--- src/rtl/mhfp_pkg.sv ---
package mhfp_pkg;

  localparam int unsigned CFG_DATA_W = 64;
  localparam int unsigned CFG_IDX_W  = 2;
  localparam int unsigned NAME_IDX_W = 5;
  localparam int unsigned NAME_BYTES = 16;

  localparam logic [CFG_IDX_W-1:0] CFG_MODE       = 2'd0;
  localparam logic [CFG_IDX_W-1:0] CFG_NAME_LEN   = 2'd1;
  localparam logic [CFG_IDX_W-1:0] CFG_NAME_LOW   = 2'd2;
  localparam logic [CFG_IDX_W-1:0] CFG_NAME_HIGH  = 2'd3;

  localparam logic [1:0] ERR_OK       = 2'd0;
  localparam logic [1:0] ERR_MARKER   = 2'd1;
  localparam logic [1:0] ERR_MISMATCH = 2'd2;
  localparam logic [1:0] ERR_COLON    = 2'd3;

  typedef struct packed {
    logic       start_req;
    logic [7:0] text_char;
  } in_item_t;

  typedef struct packed {
    logic        value_valid;
    logic [7:0]  value_char;
    logic        done_res;
    logic [1:0]  error_code;
    logic [15:0] error_line;
    logic [15:0] error_column;
  } out_item_t;

  typedef struct packed {
    logic                           mode;
    logic [NAME_IDX_W-1:0]          name_len_eff;
    logic [NAME_BYTES-1:0][7:0]     name_bytes;
  } cfg_t;

endpackage

--- src/rtl/mhfp_cfg.sv ---
module mhfp_cfg
  import mhfp_pkg::*;
#(
  parameter int unsigned NAME_MAX = 16
) (
  input  logic                  clk_i,
  input  logic                  rst_ni,
  input  logic                  cfg_we_i,
  input  logic [CFG_IDX_W-1:0]  cfg_index_i,
  input  logic [CFG_DATA_W-1:0] cfg_data_i,
  output cfg_t                  cfg_o
);

  logic                  mode_q;
  logic [NAME_IDX_W-1:0] name_len_q;
  logic [63:0]           name_low_q;
  logic [63:0]           name_high_q;
  logic [NAME_IDX_W-1:0] len_clip;
  logic [NAME_IDX_W-1:0] len_eff;
  logic [NAME_BYTES-1:0][7:0] bytes;

  always_ff @(posedge clk_i or negedge rst_ni) begin
    if (!rst_ni) begin
      mode_q      <= 1'b0;
      name_len_q  <= '0;
      name_low_q  <= '0;
      name_high_q <= '0;
    end else if (cfg_we_i) begin
      unique case (cfg_index_i)
        CFG_MODE:      mode_q      <= cfg_data_i[0];
        CFG_NAME_LEN:  name_len_q  <= cfg_data_i[NAME_IDX_W-1:0];
        CFG_NAME_LOW:  name_low_q  <= cfg_data_i[63:0];
        CFG_NAME_HIGH: name_high_q <= cfg_data_i[63:0];
        default: ;
      endcase
    end
  end

  assign bytes = {name_high_q, name_low_q};

  // clip to the name store, then stop at the first zero byte
  always_comb begin
    len_clip = (name_len_q > NAME_IDX_W'(NAME_MAX)) ? NAME_IDX_W'(NAME_MAX) : name_len_q;
    len_eff  = len_clip;
    for (int i = NAME_MAX - 1; i >= 0; i--) begin
      if ((NAME_IDX_W'(i) < len_clip) && (bytes[i] == 8'h00)) begin
        len_eff = NAME_IDX_W'(i);
      end
    end
  end

  assign cfg_o.mode         = mode_q;
  assign cfg_o.name_len_eff = len_eff;
  assign cfg_o.name_bytes   = bytes;

endmodule

--- src/rtl/mhfp_step.sv ---
module mhfp_step
  import mhfp_pkg::*;
#(
  parameter int unsigned COUNT_WIDTH = 16
) (
  input  logic      clk_i,
  input  logic      rst_ni,
  input  logic      adv_i,
  input  in_item_t  item_i,
  input  cfg_t      cfg_i,
  output out_item_t res_o
);

  typedef enum logic [2:0] {
    PH_IDLE     = 3'd0,
    PH_LEAD     = 3'd1,
    PH_PRENAME  = 3'd2,
    PH_NAME     = 3'd3,
    PH_POSTNAME = 3'd4,
    PH_PREVALUE = 3'd5,
    PH_VALUE    = 3'd6
  } phase_e;

  localparam logic [7:0] CHAR_NUL   = 8'h00;
  localparam logic [7:0] CHAR_TAB   = 8'h09;
  localparam logic [7:0] CHAR_LF    = 8'h0A;
  localparam logic [7:0] CHAR_VT    = 8'h0B;
  localparam logic [7:0] CHAR_FF    = 8'h0C;
  localparam logic [7:0] CHAR_CR    = 8'h0D;
  localparam logic [7:0] CHAR_SP    = 8'h20;
  localparam logic [7:0] CHAR_HASH  = 8'h23;
  localparam logic [7:0] CHAR_DASH  = 8'h2D;
  localparam logic [7:0] CHAR_COLON = 8'h3A;

  localparam logic [COUNT_WIDTH-1:0] CNT_MAX = '1;
  localparam logic [COUNT_WIDTH-1:0] CNT_ONE = COUNT_WIDTH'(1);

  phase_e                 phase_q, phase_d;
  logic [COUNT_WIDTH-1:0] line_q, line_d;
  logic [COUNT_WIDTH-1:0] col_q, col_d;
  logic [NAME_IDX_W-1:0]  idx_q, idx_d;
  logic [COUNT_WIDTH-1:0] nsc_q, nsc_d;

  logic [7:0] c;
  logic       blank;
  logic       space;
  logic       take;
  logic [7:0] marker;
  out_item_t  res;

  function automatic logic [15:0] sat16(input logic [COUNT_WIDTH-1:0] v);
    logic [31:0] w;
    w = 32'(v);
    return (w > 32'h0000_FFFF) ? 16'hFFFF : w[15:0];
  endfunction

  assign c      = item_i.text_char;
  assign blank  = (c == CHAR_SP) || (c == CHAR_TAB) || (c == CHAR_VT) || (c == CHAR_FF);
  assign space  = blank || (c == CHAR_LF) || (c == CHAR_CR);
  assign marker = cfg_i.mode ? CHAR_DASH : CHAR_HASH;

  always_comb begin
    phase_d = phase_q;
    idx_d   = idx_q;
    nsc_d   = nsc_q;
    line_d  = line_q;
    col_d   = col_q;
    take    = 1'b0;
    res     = '0;

    if (item_i.start_req) phase_d = PH_LEAD;
    // phases that pass the character on without consuming it
    if (phase_d == PH_PRENAME && !blank) begin
      idx_d   = '0;
      nsc_d   = col_q;
      phase_d = PH_NAME;
    end
    if (phase_d == PH_NAME && ((idx_d >= cfg_i.name_len_eff) || (c == CHAR_NUL))) begin
      phase_d = PH_POSTNAME;
    end
    if (phase_d == PH_PREVALUE && !blank) phase_d = PH_VALUE;

    unique case (phase_d)
      PH_IDLE: ;
      PH_LEAD: begin
        if (c != CHAR_NUL && space) begin
          take = 1'b1;
        end else if (c == marker) begin
          take    = 1'b1;
          phase_d = cfg_i.mode ? PH_PRENAME : PH_PREVALUE;
        end else begin
          res.done_res     = 1'b1;
          res.error_code   = ERR_MARKER;
          res.error_line   = sat16(line_q);
          res.error_column = sat16(col_q);
          phase_d          = PH_IDLE;
        end
      end
      PH_PRENAME: take = 1'b1;
      PH_NAME: begin
        if (c == cfg_i.name_bytes[idx_d[3:0]]) begin
          take  = 1'b1;
          idx_d = idx_d + NAME_IDX_W'(1);
          if (idx_d >= cfg_i.name_len_eff) phase_d = PH_POSTNAME;
        end else begin
          res.done_res     = 1'b1;
          res.error_code   = ERR_MISMATCH;
          res.error_line   = sat16(line_q);
          res.error_column = sat16(nsc_d);
          phase_d          = PH_IDLE;
        end
      end
      PH_POSTNAME: begin
        if (blank) begin
          take = 1'b1;
        end else if (c == CHAR_COLON) begin
          take    = 1'b1;
          phase_d = PH_PREVALUE;
        end else begin
          res.done_res     = 1'b1;
          res.error_code   = ERR_COLON;
          res.error_line   = sat16(line_q);
          res.error_column = sat16(col_q);
          phase_d          = PH_IDLE;
        end
      end
      PH_PREVALUE: take = 1'b1;
      PH_VALUE: begin
        if (c == CHAR_NUL) begin
          res.done_res = 1'b1;
          phase_d      = PH_IDLE;
        end else if (c == CHAR_LF) begin
          take         = 1'b1;
          res.done_res = 1'b1;
          phase_d      = PH_IDLE;
        end else begin
          take            = 1'b1;
          res.value_valid = 1'b1;
          res.value_char  = c;
        end
      end
      default: phase_d = PH_IDLE;
    endcase

    // position update for a consumed character
    if (take) begin
      if (c == CHAR_LF) begin
        if (line_q != CNT_MAX) line_d = line_q + CNT_ONE;
        col_d = CNT_ONE;
      end else if (col_q != CNT_MAX) begin
        col_d = col_q + CNT_ONE;
      end
    end
  end

  always_ff @(posedge clk_i or negedge rst_ni) begin
    if (!rst_ni) begin
      phase_q <= PH_IDLE;
      line_q  <= CNT_ONE;
      col_q   <= CNT_ONE;
      idx_q   <= '0;
      nsc_q   <= CNT_ONE;
    end else if (adv_i) begin
      phase_q <= phase_d;
      line_q  <= line_d;
      col_q   <= col_d;
      idx_q   <= idx_d;
      nsc_q   <= nsc_d;
    end
  end

  assign res_o = res;

endmodule

--- src/rtl/markdown_header_field_parser.sv ---
// markdown header field parser
// in channel: one text character per item (in_valid_i/in_ready_o, in_item_i);
//   start_req restarts extraction at this character, otherwise the running
//   extraction continues; with no extraction running the item gives an
//   all-zero result
// out channel: exactly one result per input item, in order
//   (out_valid_o/out_ready_i, out_item_o): a value character, a done flag
//   with error code and location, or nothing
// config port: cfg_we_i, cfg_index_i, cfg_data_i, write only;
//   0 mode, 1 name length, 2 name chars 0-7, 3 name chars 8-15
// order: an item lands in the input register, then its result is computed
//   by the phase logic and stored in the output register once that is free,
//   which raises out_valid_o
// throughput: one item per cycle unless a result is held; the phase and
//   position registers update in the same cycle a result is registered
// reset: no items held, phase idle, line and column back to one, config
//   registers zero
// stall: a held result stops the phase logic, the input register keeps
//   one more item, then in_ready_o drops until the result is taken
module markdown_header_field_parser
  import mhfp_pkg::*;
#(
  parameter int unsigned NAME_MAX    = 16,
  parameter int unsigned COUNT_WIDTH = 16
) (
  input  logic                  clk_i,
  input  logic                  rst_ni,
  input  logic                  in_valid_i,
  output logic                  in_ready_o,
  input  in_item_t              in_item_i,
  output logic                  out_valid_o,
  input  logic                  out_ready_i,
  output out_item_t             out_item_o,
  input  logic                  cfg_we_i,
  input  logic [CFG_IDX_W-1:0]  cfg_index_i,
  input  logic [CFG_DATA_W-1:0] cfg_data_i
);

  logic      in_vld_q;
  in_item_t  in_item_q;
  logic      out_vld_q;
  out_item_t out_item_q;
  logic      adv;
  cfg_t      cfg;
  out_item_t res;

  assign adv        = in_vld_q && (!out_vld_q || out_ready_i);
  assign in_ready_o = !in_vld_q || adv;

  mhfp_cfg #(
    .NAME_MAX (NAME_MAX)
  ) u_cfg (
    .clk_i       (clk_i),
    .rst_ni      (rst_ni),
    .cfg_we_i    (cfg_we_i),
    .cfg_index_i (cfg_index_i),
    .cfg_data_i  (cfg_data_i),
    .cfg_o       (cfg)
  );

  mhfp_step #(
    .COUNT_WIDTH (COUNT_WIDTH)
  ) u_step (
    .clk_i  (clk_i),
    .rst_ni (rst_ni),
    .adv_i  (adv),
    .item_i (in_item_q),
    .cfg_i  (cfg),
    .res_o  (res)
  );

  always_ff @(posedge clk_i or negedge rst_ni) begin
    if (!rst_ni) begin
      in_vld_q  <= 1'b0;
      out_vld_q <= 1'b0;
    end else begin
      if (in_ready_o) in_vld_q <= in_valid_i;
      if (adv) begin
        out_vld_q <= 1'b1;
      end else if (out_ready_i) begin
        out_vld_q <= 1'b0;
      end
    end
  end

  always_ff @(posedge clk_i) begin
    if (in_ready_o && in_valid_i) in_item_q <= in_item_i;
    if (adv) out_item_q <= res;
  end

  assign out_valid_o = out_vld_q;
  assign out_item_o  = out_item_q;

`ifndef SYNTH
  a_adv_fills_out: assert property (@(posedge clk_i) disable iff (!rst_ni)
    adv |=> out_vld_q)
    else $error("result not registered after advance");

  a_stall_only_full: assert property (@(posedge clk_i) disable iff (!rst_ni)
    !in_ready_o |-> (in_vld_q && out_vld_q && !out_ready_i))
    else $error("input stalled without a full pipe");

  a_value_not_done: assert property (@(posedge clk_i) disable iff (!rst_ni)
    out_vld_q |-> !(out_item_q.value_valid && out_item_q.done_res))
    else $error("value and done in one result");

  a_error_has_done: assert property (@(posedge clk_i) disable iff (!rst_ni)
    (out_vld_q && out_item_q.error_code != ERR_OK) |->
      (out_item_q.done_res && out_item_q.error_line != 16'h0000 &&
       out_item_q.error_column != 16'h0000))
    else $error("error reported without done or location");
`endif

endmodule

--- config.mk ---
export PLATFORM = sky130hd
export DESIGN_NAME = markdown_header_field_parser
export DESIGN_NICKNAME = d
export VERILOG_FILES = /design/src/rtl/mhfp_pkg.sv /design/src/rtl/mhfp_cfg.sv /design/src/rtl/mhfp_step.sv /design/src/rtl/markdown_header_field_parser.sv
export SDC_FILE = /design/constraint.sdc
export NUM_CORES = 1
export LEC_CHECK = 0
export BUFFER_PORTS_ARGS = -buffer_cell sky130_fd_sc_hd__buf_2
export CORE_MARGIN = 2
export CORE_UTILIZATION = 25
export DETAILED_ROUTE_END_ITERATION = 6
export HOLD_SLACK_MARGIN = 0.02
export PLACE_DENSITY = 0.5
export SKIP_LAST_GASP = 1
export SYNTH_ARGS = -nofsm -noshare
export SYNTH_HDL_FRONTEND = slang
export SYNTH_SLANG_ARGS = --single-unit
export TNS_END_PERCENT = 50
--- constraint.sdc ---
create_clock -name clk_i -period 5.03 [get_ports clk_i]
set_input_delay 0 -clock clk_i [delete_from_list [all_inputs] [get_ports clk_i]]
set_output_delay 0 -clock clk_i [all_outputs]
set_load 0.005 [all_outputs]
* Word level (Yosys, flattened, before mapping) *
Index checks and enable logic that the tools add are counted.

cells by class
  $add $sub $neg = 3
  multipliers = 0
  divide/modulo/power cells = 0
  $lt $le $gt $ge = 20
  equal/unequal tests = 23
  shifts and indexed selects = 0
  muxes and demuxes = 59
  bitwise operators = 1
  reductions and logical operators = 65

operators with widths
  cell                                                                          number
  35-bit two-way mux                                                            5
  8-bit logical NOT                                                             17
  34-bit case mux with 3 select lines                                           1
  5-bit two-way mux                                                             20
  16-bit two-way mux                                                            3
  8-bit by 4-bit equality test with 1-bit output (second input constant)        5
  4-bit by 5-bit less-than comparator with 1-bit output (first input constant)  8
  3-bit two-way mux                                                             13
  16-bit by 1-bit adder with 16-bit output (second input constant)              2
  8-bit binary-select mux with 4-bit select                                     1
  16-bit inequality test (second input constant)                                2
  1-bit logical AND                                                             22
  3-bit by 5-bit less-than comparator with 1-bit output (first input constant)  4
  8-bit by 6-bit equality test with 1-bit output (second input constant)        2
  8-bit equality test                                                           2
  3-bit case mux with 5 select lines                                            1
  3-bit by 2-bit equality test with 1-bit output (second input constant)        4
  3-bit equality test (second input constant)                                   4
  5-bit >= comparator                                                           2
  1-bit by 5-bit less-than comparator with 1-bit output (first input constant)  2
  2-bit by 5-bit less-than comparator with 1-bit output (first input constant)  2
  1-bit two-way mux                                                             10
  9-bit two-way mux                                                             1
  1-bit logical OR                                                              8
  other kinds (21)                                                              30

storage, ports and cells
  bits in registers = 245
  bits in latches = 0
  bits in writable memories = 0
  ROM bits = 0
  bits of input ports = 80
  memories kept = 0

* Longest topological paths before layout *
Gate-level depths: netlist (run 1).

  word-level depth = 31
  gate-level depth with buffers = 23
  mapped depth without buffers = 21

* Hierarchy *
A second synthesis (run 1) with hierarchy kept.

unflattened totals
  cell total of the unflattened synthesis = 1049
  area, all modules = 12717.2 um^2

modules (own cells, without submodules)
  module                        times used  cells each  area an instance (um^2)  seq. area each (um^2)
  mhfp_cfg                      1           401         5740.5                   3353.2
  mhfp_step                     1           587         5281.3                   1405.1
  markdown_header_field_parser  1           61          1695.4                   1641.6

* Least setup slack after synthesis (run 1) *
Ideal clock, no wire load.

  path kind = flip-flop to flip-flop
  start point = reg u_cfg.name_high_q[52]
  end point = reg out_item_q (netlist bit out_item_o[34]), data pin
  setup time = 275 ps
  data arrival time = 4418 ps
  data required time = 4755 ps
  setup slack = 336 ps
  stages on the path, launching flop included = 23
  path buffers = 1
  cells stage by stage = dfrtp_1 or4_1 nor3_1 o21ai_0 a21oi_1 o21ai_0 a21oi_1 o21ai_0 nand2_1 a21oi_1 o21a_1 ha_1 nand2b_1 a21o_1 a21o_1 a21o_1 a211o_1 a32oi_1 nor2b_1 o21bai_1 nor2_1 buf_1 o21ai_0

RTL lines
  what                      RTL line                            RTL
  start: declaration        mhfp_cfg.sv:17                      logic [63:0] name_high_q;
  start signal: assignment  mhfp_cfg.sv:33                      CFG_NAME_HIGH: name_high_q <= cfg_data_i[63:0];
  end signal: assignment    markdown_header_field_parser.sv:88  if (adv) out_item_q <= res;
  end: declaration          markdown_header_field_parser.sv:42  out_item_t out_item_q;

==> results of run 1 <==
## metal layers
metal / global-route usage / wire (µm) / vias up
li1: - / - / 4418
met1: 0.187 / 16600 / 4644
met2: 0.226 / 17100 / 221
met3: 0.0200 / 1360 / 53
met4: 0.0351 / 886 / 0
met5: 0 / 0 / -
## logic make-up (layout without fill, tap and decap cells)
logic type                 Yosys count  count (layout)  share of synthesized area
muxes                              191             191                      0.190
AOI/OAI and AO/OA                  185             185                      0.108
DFF                                245             245                      0.509
buffers and inverters               83             333                     0.0292
and+or+nand+nor                    310             310                      0.136
xor gates and xnor gates            19              19                     0.0132
adders and majority gates           14              14                     0.0139
## layout make-up
cell class,count,share of cell area
tap,672,0.0521
clock inverter,16,0.0143
sequential,245,0.397
inverter,28,0.00652
clock buffer,40,0.0521
multi-input combinational,719,0.365
timing repair buffer,249,0.113
## repair_timing
| action | 4_1_cts | 5_1_grt |
|---|---|---|
| endpoints found under the hold margin | 239 | 0 |
| endpoints found under the setup margin | 1 | 72 |
| setup buffers | 1 | 6 |
| resized for setup | 0 | 22 |
| pin swaps | 1 | 6 |
| hold buffers | 80 | 0 |
## power by group through the flow
stage / logic (µW) / registers (µW) / clock network [µW]
2_1_floorplan: 546 / 2450 / 0
3_3_place_gp: 784 / 2580 / 0
3_5_place_dp: 795 / 2590 / 0
4_1_cts: 848 / 2550 / 2370
5_1_grt: 940 / 2590 / 2450
6_report: 857 / 2560 / 2290
## Yosys cell counts, drive strengths merged, types with 3 or more instances
cell / number
o21ai: 48
nor3: 24
nand2: 53
clkbuf: 34
mux4: 23
o211ai: 7
nor2: 63
or2: 3
nand3: 26
ha: 14
o22a: 3
o32ai: 4
mux2: 154
dfrtp: 189
nor2b: 23
a211oi: 6
and3: 13
a221oi: 10
a21oi: 18
and2: 14
a211o: 5
a32o: 3
edfxtp: 53
inv: 28
nor4b: 3
a221o: 4
xor2: 14
o22ai: 8
buf: 21
a31oi: 9
nand2b: 22
nand3b: 9
xnor2: 5
dfstp: 3
mux2i: 14
o21bai: 3
nor4: 41
a21o: 6
a22o: 19
o2111ai: 3
nand4: 7
## critical path, stage by stage (launching register included)
cell      delay [ps]
dfrtp_1          400
or4_4            580
nor3_4           200
o21ai_0          100
a21oi_1          150
o21ai_0           90
a21oi_1          130
o21ai_0           80
nand2_1           70
a21oi_1           80
o21a_1           240
ha_1             280
nand2b_1         140
a21o_1           180
a21o_1           170
a21o_1           170
a211o_1          320
a32oi_2          260
nor2b_1          100
o21bai_2         210
a21o_1           190
buf_12           150
a22o_1           190
## stage by stage
| stage | cell area (µm²) | power, µW | setup slack [ps] | cells |
|---|---|---|---|---|
| after floorplan | 12600 | 3000 | 336 | 1047 |
| after global placement | 14100 | 3370 | 54.8 | 1826 |
| after detailed placement | 14100 | 3390 | 58.0 | 1826 |
| after CTS | 16000 | 5770 | 0.708 | 1963 |
| after global routing | 16100 | 5980 | -28.1 | 1969 |
| final | 16100 | 5710 | 247 | 1969 |
## flip-flops by register name, indices dropped and copies added (netlist names), 3 cells and up
signal             count
u_cfg.name_low_q      64
u_cfg.name_len_q       5
u_step.col_q          16
u_step.line_q         16
in_item_q              9
u_cfg.name_high_q     64
out_item_o            44
u_step.phase_q         3
u_step.idx_q           5
u_step.nsc_q          16
## path summary, 6_finish.rpt
path	startpoint	to	slack, ps	depth (start not counted)
worst max-delay path	u_cfg.name_high_q[48]	out_item_o[10]	250	22
worst min-delay path	rst_ni	u_cfg.name_low_q[61]	3	2
worst max register to register	u_cfg.name_high_q[48]	out_item_o[10]	250	22
worst min register to register	u_step.nsc_q[10]	u_step.nsc_q[10]	480	2
max in group asynchronous	rst_ni	u_cfg.name_high_q[3]	3950	3
min in group clk_i	in_item_i[6]	in_item_q[6]	120	2
## layout by cell type (no fill, tap or decap), drive strengths merged, types with 19 or more instances in the layout
cell / n
a22o: 19
nor2b: 23
edfxtp: 53
inv: 31
nor3: 24
nor2: 63
nor4: 41
mux2: 154
dfrtp: 189
nand2: 53
nand3: 26
nand2b: 22
o21ai: 48
dlygate4sd3: 80
clkbuf: 41
buf: 168
mux4: 23
==> results_dict.tcl, run 1 <==
set metrics [dict create \
    initial_utilization 0.252 \
    die_h_um 228 \
    drt_iter0_markers 681 \
    yosysUniqueCellTypes 83 \
    min_period_over_period 0.951 \
    holdWs_ps 3.18 \
    post-route-min-period_ps 4780 \
    synth_top_cell_area_share 0.376 \
    worst_clock_skew_ps 47.0 \
    track_usage 0.136 \
    syn-num-nets 1141 \
    gp_congestion 0.878 \
    required_ps 5340 \
    grt_overflow 0 \
    slew_headroom 0.392 \
    critPathLaunchType "register" \
    p_comb_frac 0.150 \
    dieArea_um2 52100 \
    area.sequential_um2 6400 \
    cts_max_level 1 \
    max-cap-violations 0 \
    yosys.area.top_type "dfrtp_1" \
    num_rows 82 \
    wire_per_inst_um 18.3 \
    async_reset_ff_frac 0.784 \
    die-width_um 228 \
    n_antenna_cell 0 \
    drc_errors 0 \
    finalHoldViolCount 0 \
    ys_warn_count 0 \
    path_max_fanout 16 \
    syn_avg_cell_area_um2 12.0 \
    ys_top_cells_by_area "dfrtp_1 (38%), mux2_2 (14%), edfxtp_1 (13%), mux4_2 (4.1%), nor4_1 (1.9%)" \
    firstDrtPassIters 5 \
    num_vias 9336 \
    synth_edf_count 53 \
    clkTransAtPathRegs_ps 60 \
    totalWireLength_mm 36.0 \
    synthToLayoutAreaGrowth_pct 28.2 \
    setup_violations 0 \
    p_leak_uw 0.00672 \
    min_path_type "in -> async" \
    peakVddDrop_v 0.000258 \
    io_buffers 125 \
    via_per_inst 4.74 \
    setup_tns_ps 0 \
    cp.arrival_ps 5100 \
    fillers 5121 \
    multi_input_area_um2 5890 \
    cts_tree "built" \
    cp-end-kind "register" \
    ys_seq_area_frac 0.509 \
    p_per_area_nw_per_um2 354 \
    ios 126 \
    clock_path_buffers 3 \
    power.internal_uw 4150 \
    drv_slew 0 \
    tightest_slew_ps 913 \
    post-dp-hpwl_mm 26.4 \
    syn_inst 1047 \
    post-route-util 0.323 \
    antenna_found_initial 0 \
    synth_top_flop_cell "dfrtp_1" \
    cts_root_buf "clkbuf_16" \
    grt_start_max_net_pins 108 \
    insertion_delay_ps 600 \
    max_freq_mhz 209 \
    grt_pass1_vias 9427 \
    net-switching-power_uw 1560 \
    final_nets 1367 \
    status "completed" \
    path_class "reg -> reg" \
    drtAntennaViolNets 0 \
    syn_area_um2 12600 \
    p_clk_frac 0.402 \
    cts.sinks 245 \
    swShare 0.274 \
    seqPwrFrac 0.448 \
    core_area_um2 49900 \
    numCtsBuffers 30 \
    drive_gt1_frac 0.341 \
    synth-seq-cells 245 \
    grt_pass1_wl_mm 56.2 \
]
Power figures use the tool's default switching activity.
==> run 2: changes to the inputs <==
- ABC_AREA: default -> 1
- CORE_MARGIN: 2 -> 8
==> results_dict.tcl, run 2 <==
set metrics [dict create \
    cts_max_level 1 \
    timing.rr.end "u_step.line_q[12]" \
    synth-seq-cells 245 \
    slew_headroom 0.413 \
    finalHoldViolCount 0 \
    setup_tns_ps 0 \
    seqPwrFrac 0.445 \
    grt_overflow 0 \
    setup_violations 0 \
    synth.most_common_cell "nand2_1" \
    syn_inst 1596 \
    async_reset_ff_frac 0.784 \
    synth_edf_count 53 \
    num_rows 83 \
    num_vias 11500 \
    critPathLaunchType "register" \
    gp_congestion 0.872 \
    wire_per_inst_um 16.5 \
    min_period_over_period 0.912 \
    yosys.area.top_type "dfrtp_1" \
    post-route-min-period_ps 4590 \
    r2r-start "u_cfg.name_high_q[60]" \
    grt_start_max_net_pins 102 \
    net-switching-power_uw 1780 \
    final_cell_mix "nand2_1 (426), o21ai_0 (193), dfrtp_1 (189)" \
    ys_warn_count 0 \
    insertion_delay_ps 570 \
    place_ws_ps 387 \
    syn-num-nets 1690 \
    final_nets 1876 \
    cts_tree "built" \
    dieArea_um2 58600 \
    totalWireLength_mm 41.1 \
    firstDrtPassIters 5 \
    required_ps 5480 \
    cp_num_buf_inv 2 \
    core_area_um2 51000 \
    yosysUniqueCellTypes 45 \
    place_inst 2344 \
    syn_area_um2 12800 \
    n_antenna_cell 0 \
    ys_seq_area_frac 0.500 \
    synthToLayoutAreaGrowth_pct 24.3 \
    drc_errors 0 \
    track_usage 0.136 \
    tightest_slew_ps 881 \
    max_freq_mhz 218 \
    initial_utilization 0.251 \
    drt_iter0_markers 876 \
    ios 126 \
    path_delay_family "simple AND/OR/NAND/NOR gates" \
    post-route-util 0.312 \
    p_comb_frac 0.183 \
    via_per_inst 4.65 \
    clock_path_buffers 3 \
    syn_avg_cell_area_um2 8.01 \
    path_class "reg -> reg" \
    die_h_um 242 \
    swShare 0.307 \
    p_clk_frac 0.372 \
    synth_common_cells "nand2_1 (426), o21ai_0 (194), dfrtp_1 (189)" \
    p_per_area_nw_per_um2 364 \
    layout_commonest_cell "nand2_1" \
    r2r_setup_slack_ps 440 \
    final_cells 2485 \
    synth_top_cell_area_share 0.370 \
    p_leak_uw 0.00734 \
    post-dp-hpwl_mm 29.8 \
    max-cap-violations 0 \
    slowest_delay_ps 400 \
    rsz0062_at_grt "true" \
    drtAntennaViolNets 0 \
    numCtsBuffers 29 \
    antenna_found_initial 0 \
    clkTransAtPathRegs_ps 60 \
    synth_top_flop_cell "dfrtp_1" \
    post_cts.repair.setup_buffers 0 \
    crit_top_cell "nand2_1" \
    grt_pass1_wl_mm 65.1 \
    drive_gt1_frac 0.133 \
    cp-end-kind "register" \
    worst_clock_skew_ps 20.3 \
    setup_ws_ps 445 \
    peakVddDrop_v 0.000235 \
    ys_top_cells_by_area "dfrtp_1 (37%), nand2_1 (13%), edfxtp_1 (12%), o21ai_0 (7.6%), nand3_1 (6.9%)" \
    r2r_cells 32 \
    status "completed" \
    io_buffers 125 \
    min_path_type "in -> async" \
    grt_pass1_vias 11400 \
    crit_slowest_cell "dfrtp_1" \
    cts_root_buf "clkbuf_16" \
    path_max_fanout 19 \
    cts.sinks 245 \
    drv_slew 0 \
    power.internal_uw 4010 \
    die-width_um 242 \
    cp.arrival_ps 5040 \
]
[run 2: cell count changes in the layout (fill, tap and decap cells not counted), sizes merged, moves of 19 or more]
cell and delta:
a22o -19, buf -27, inv +153, mux2 -154, mux4 -23, nand2 +383, nand2b -22, nand3 +155
nand4 +22, nor2b -23, o21ai +162
[run 2: per-stage QoR]
step / cell area, µm² / total power [µW] / hold slack, ps
after floorplan: 12800 / 3190 / -296
after global placement: 14000 / 3590 / 182
after detailed placement: 14000 / 3610 / 182
after CTS: 15900 / 5860 / 126
after global routing: 15900 / 6130 / 172
final: 15900 / 5780 / 112
[run 2: logic make-up (layout without fill, tap and decap cells)]
| kind of cell | count (synthesis) | count (layout) | synth area share |
|---|---|---|---|
| buffers and inverters | 258 | 467 | 0.0842 |
| adders and majority gates | 14 | 14 | 0.0137 |
| AOI/OAI and AO/OA | 279 | 279 | 0.117 |
| DFF | 245 | 245 | 0.500 |
| and+or+nand+nor | 787 | 787 | 0.276 |
| xor gates and xnor gates | 13 | 13 | 0.00890 |
[run 2: worst max path at each step]
stage / end / depth (start not counted) / startpoint
final: u_step.line_q[12] / 32 / u_cfg.name_high_q[60]
after global placement: u_step.col_q[15] / 30 / u_cfg.name_len_q[4]
after floorplan: out_item_o[34] / 29 / u_cfg.name_len_q[4]
after detailed placement: u_step.col_q[5] / 30 / u_cfg.name_len_q[4]
after global routing: u_step.line_q[10] / 31 / u_cfg.name_len_q[4]
after CTS: u_step.col_q[5] / 30 / u_cfg.name_len_q[4]
[run 2: cell type report]
| cell class | instances | area [µm²] |
|---|---|---|
| Clock buffer | 36 | 782 |
| Clock inverter | 18 | 190 |
| Fill cell | 5433 | 35100 |
| Inverter | 184 | 691 |
| Multi-Input combinational cell | 1093 | 5350 |
| Sequential cell | 245 | 6400 |
| Tap cell | 680 | 851 |
| Timing Repair Buffer | 229 | 1630 |
[run 2: metal layers]
layer | part of all wire | GRT usage | routed length (µm) | vias to the layer above
li1 | - | - | - | 5713
met1 | 0.46 | 0.184 | 18700 | 5429
met2 | 0.47 | 0.224 | 19200 | 345
met3 | 0.059 | 0.0272 | 2440 | 59
met4 | 0.019 | 0.0287 | 770 | 0
met5 | 0 | 0 | 0 | -
[run 2: power by group through the flow]
| stage | logic, µW | clock network, µW | registers (µW) |
|---|---|---|---|
| 5_1_grt | 1230 | 2290 | 2610 |
| 3_5_place_dp | 1000 | 0 | 2610 |
| 6_report | 1060 | 2150 | 2570 |
| 3_3_place_gp | 996 | 0 | 2600 |
| 4_1_cts | 1070 | 2220 | 2570 |
| 2_1_floorplan | 663 | 0 | 2520 |
[run 2: timing repair]
item | 4_1_cts | 5_1_grt
resized for setup | 0 | 3
hold buffers | 87 | 0
setup endpoints to repair | 0 | 44
endpoints found under the hold margin | 243 | 0
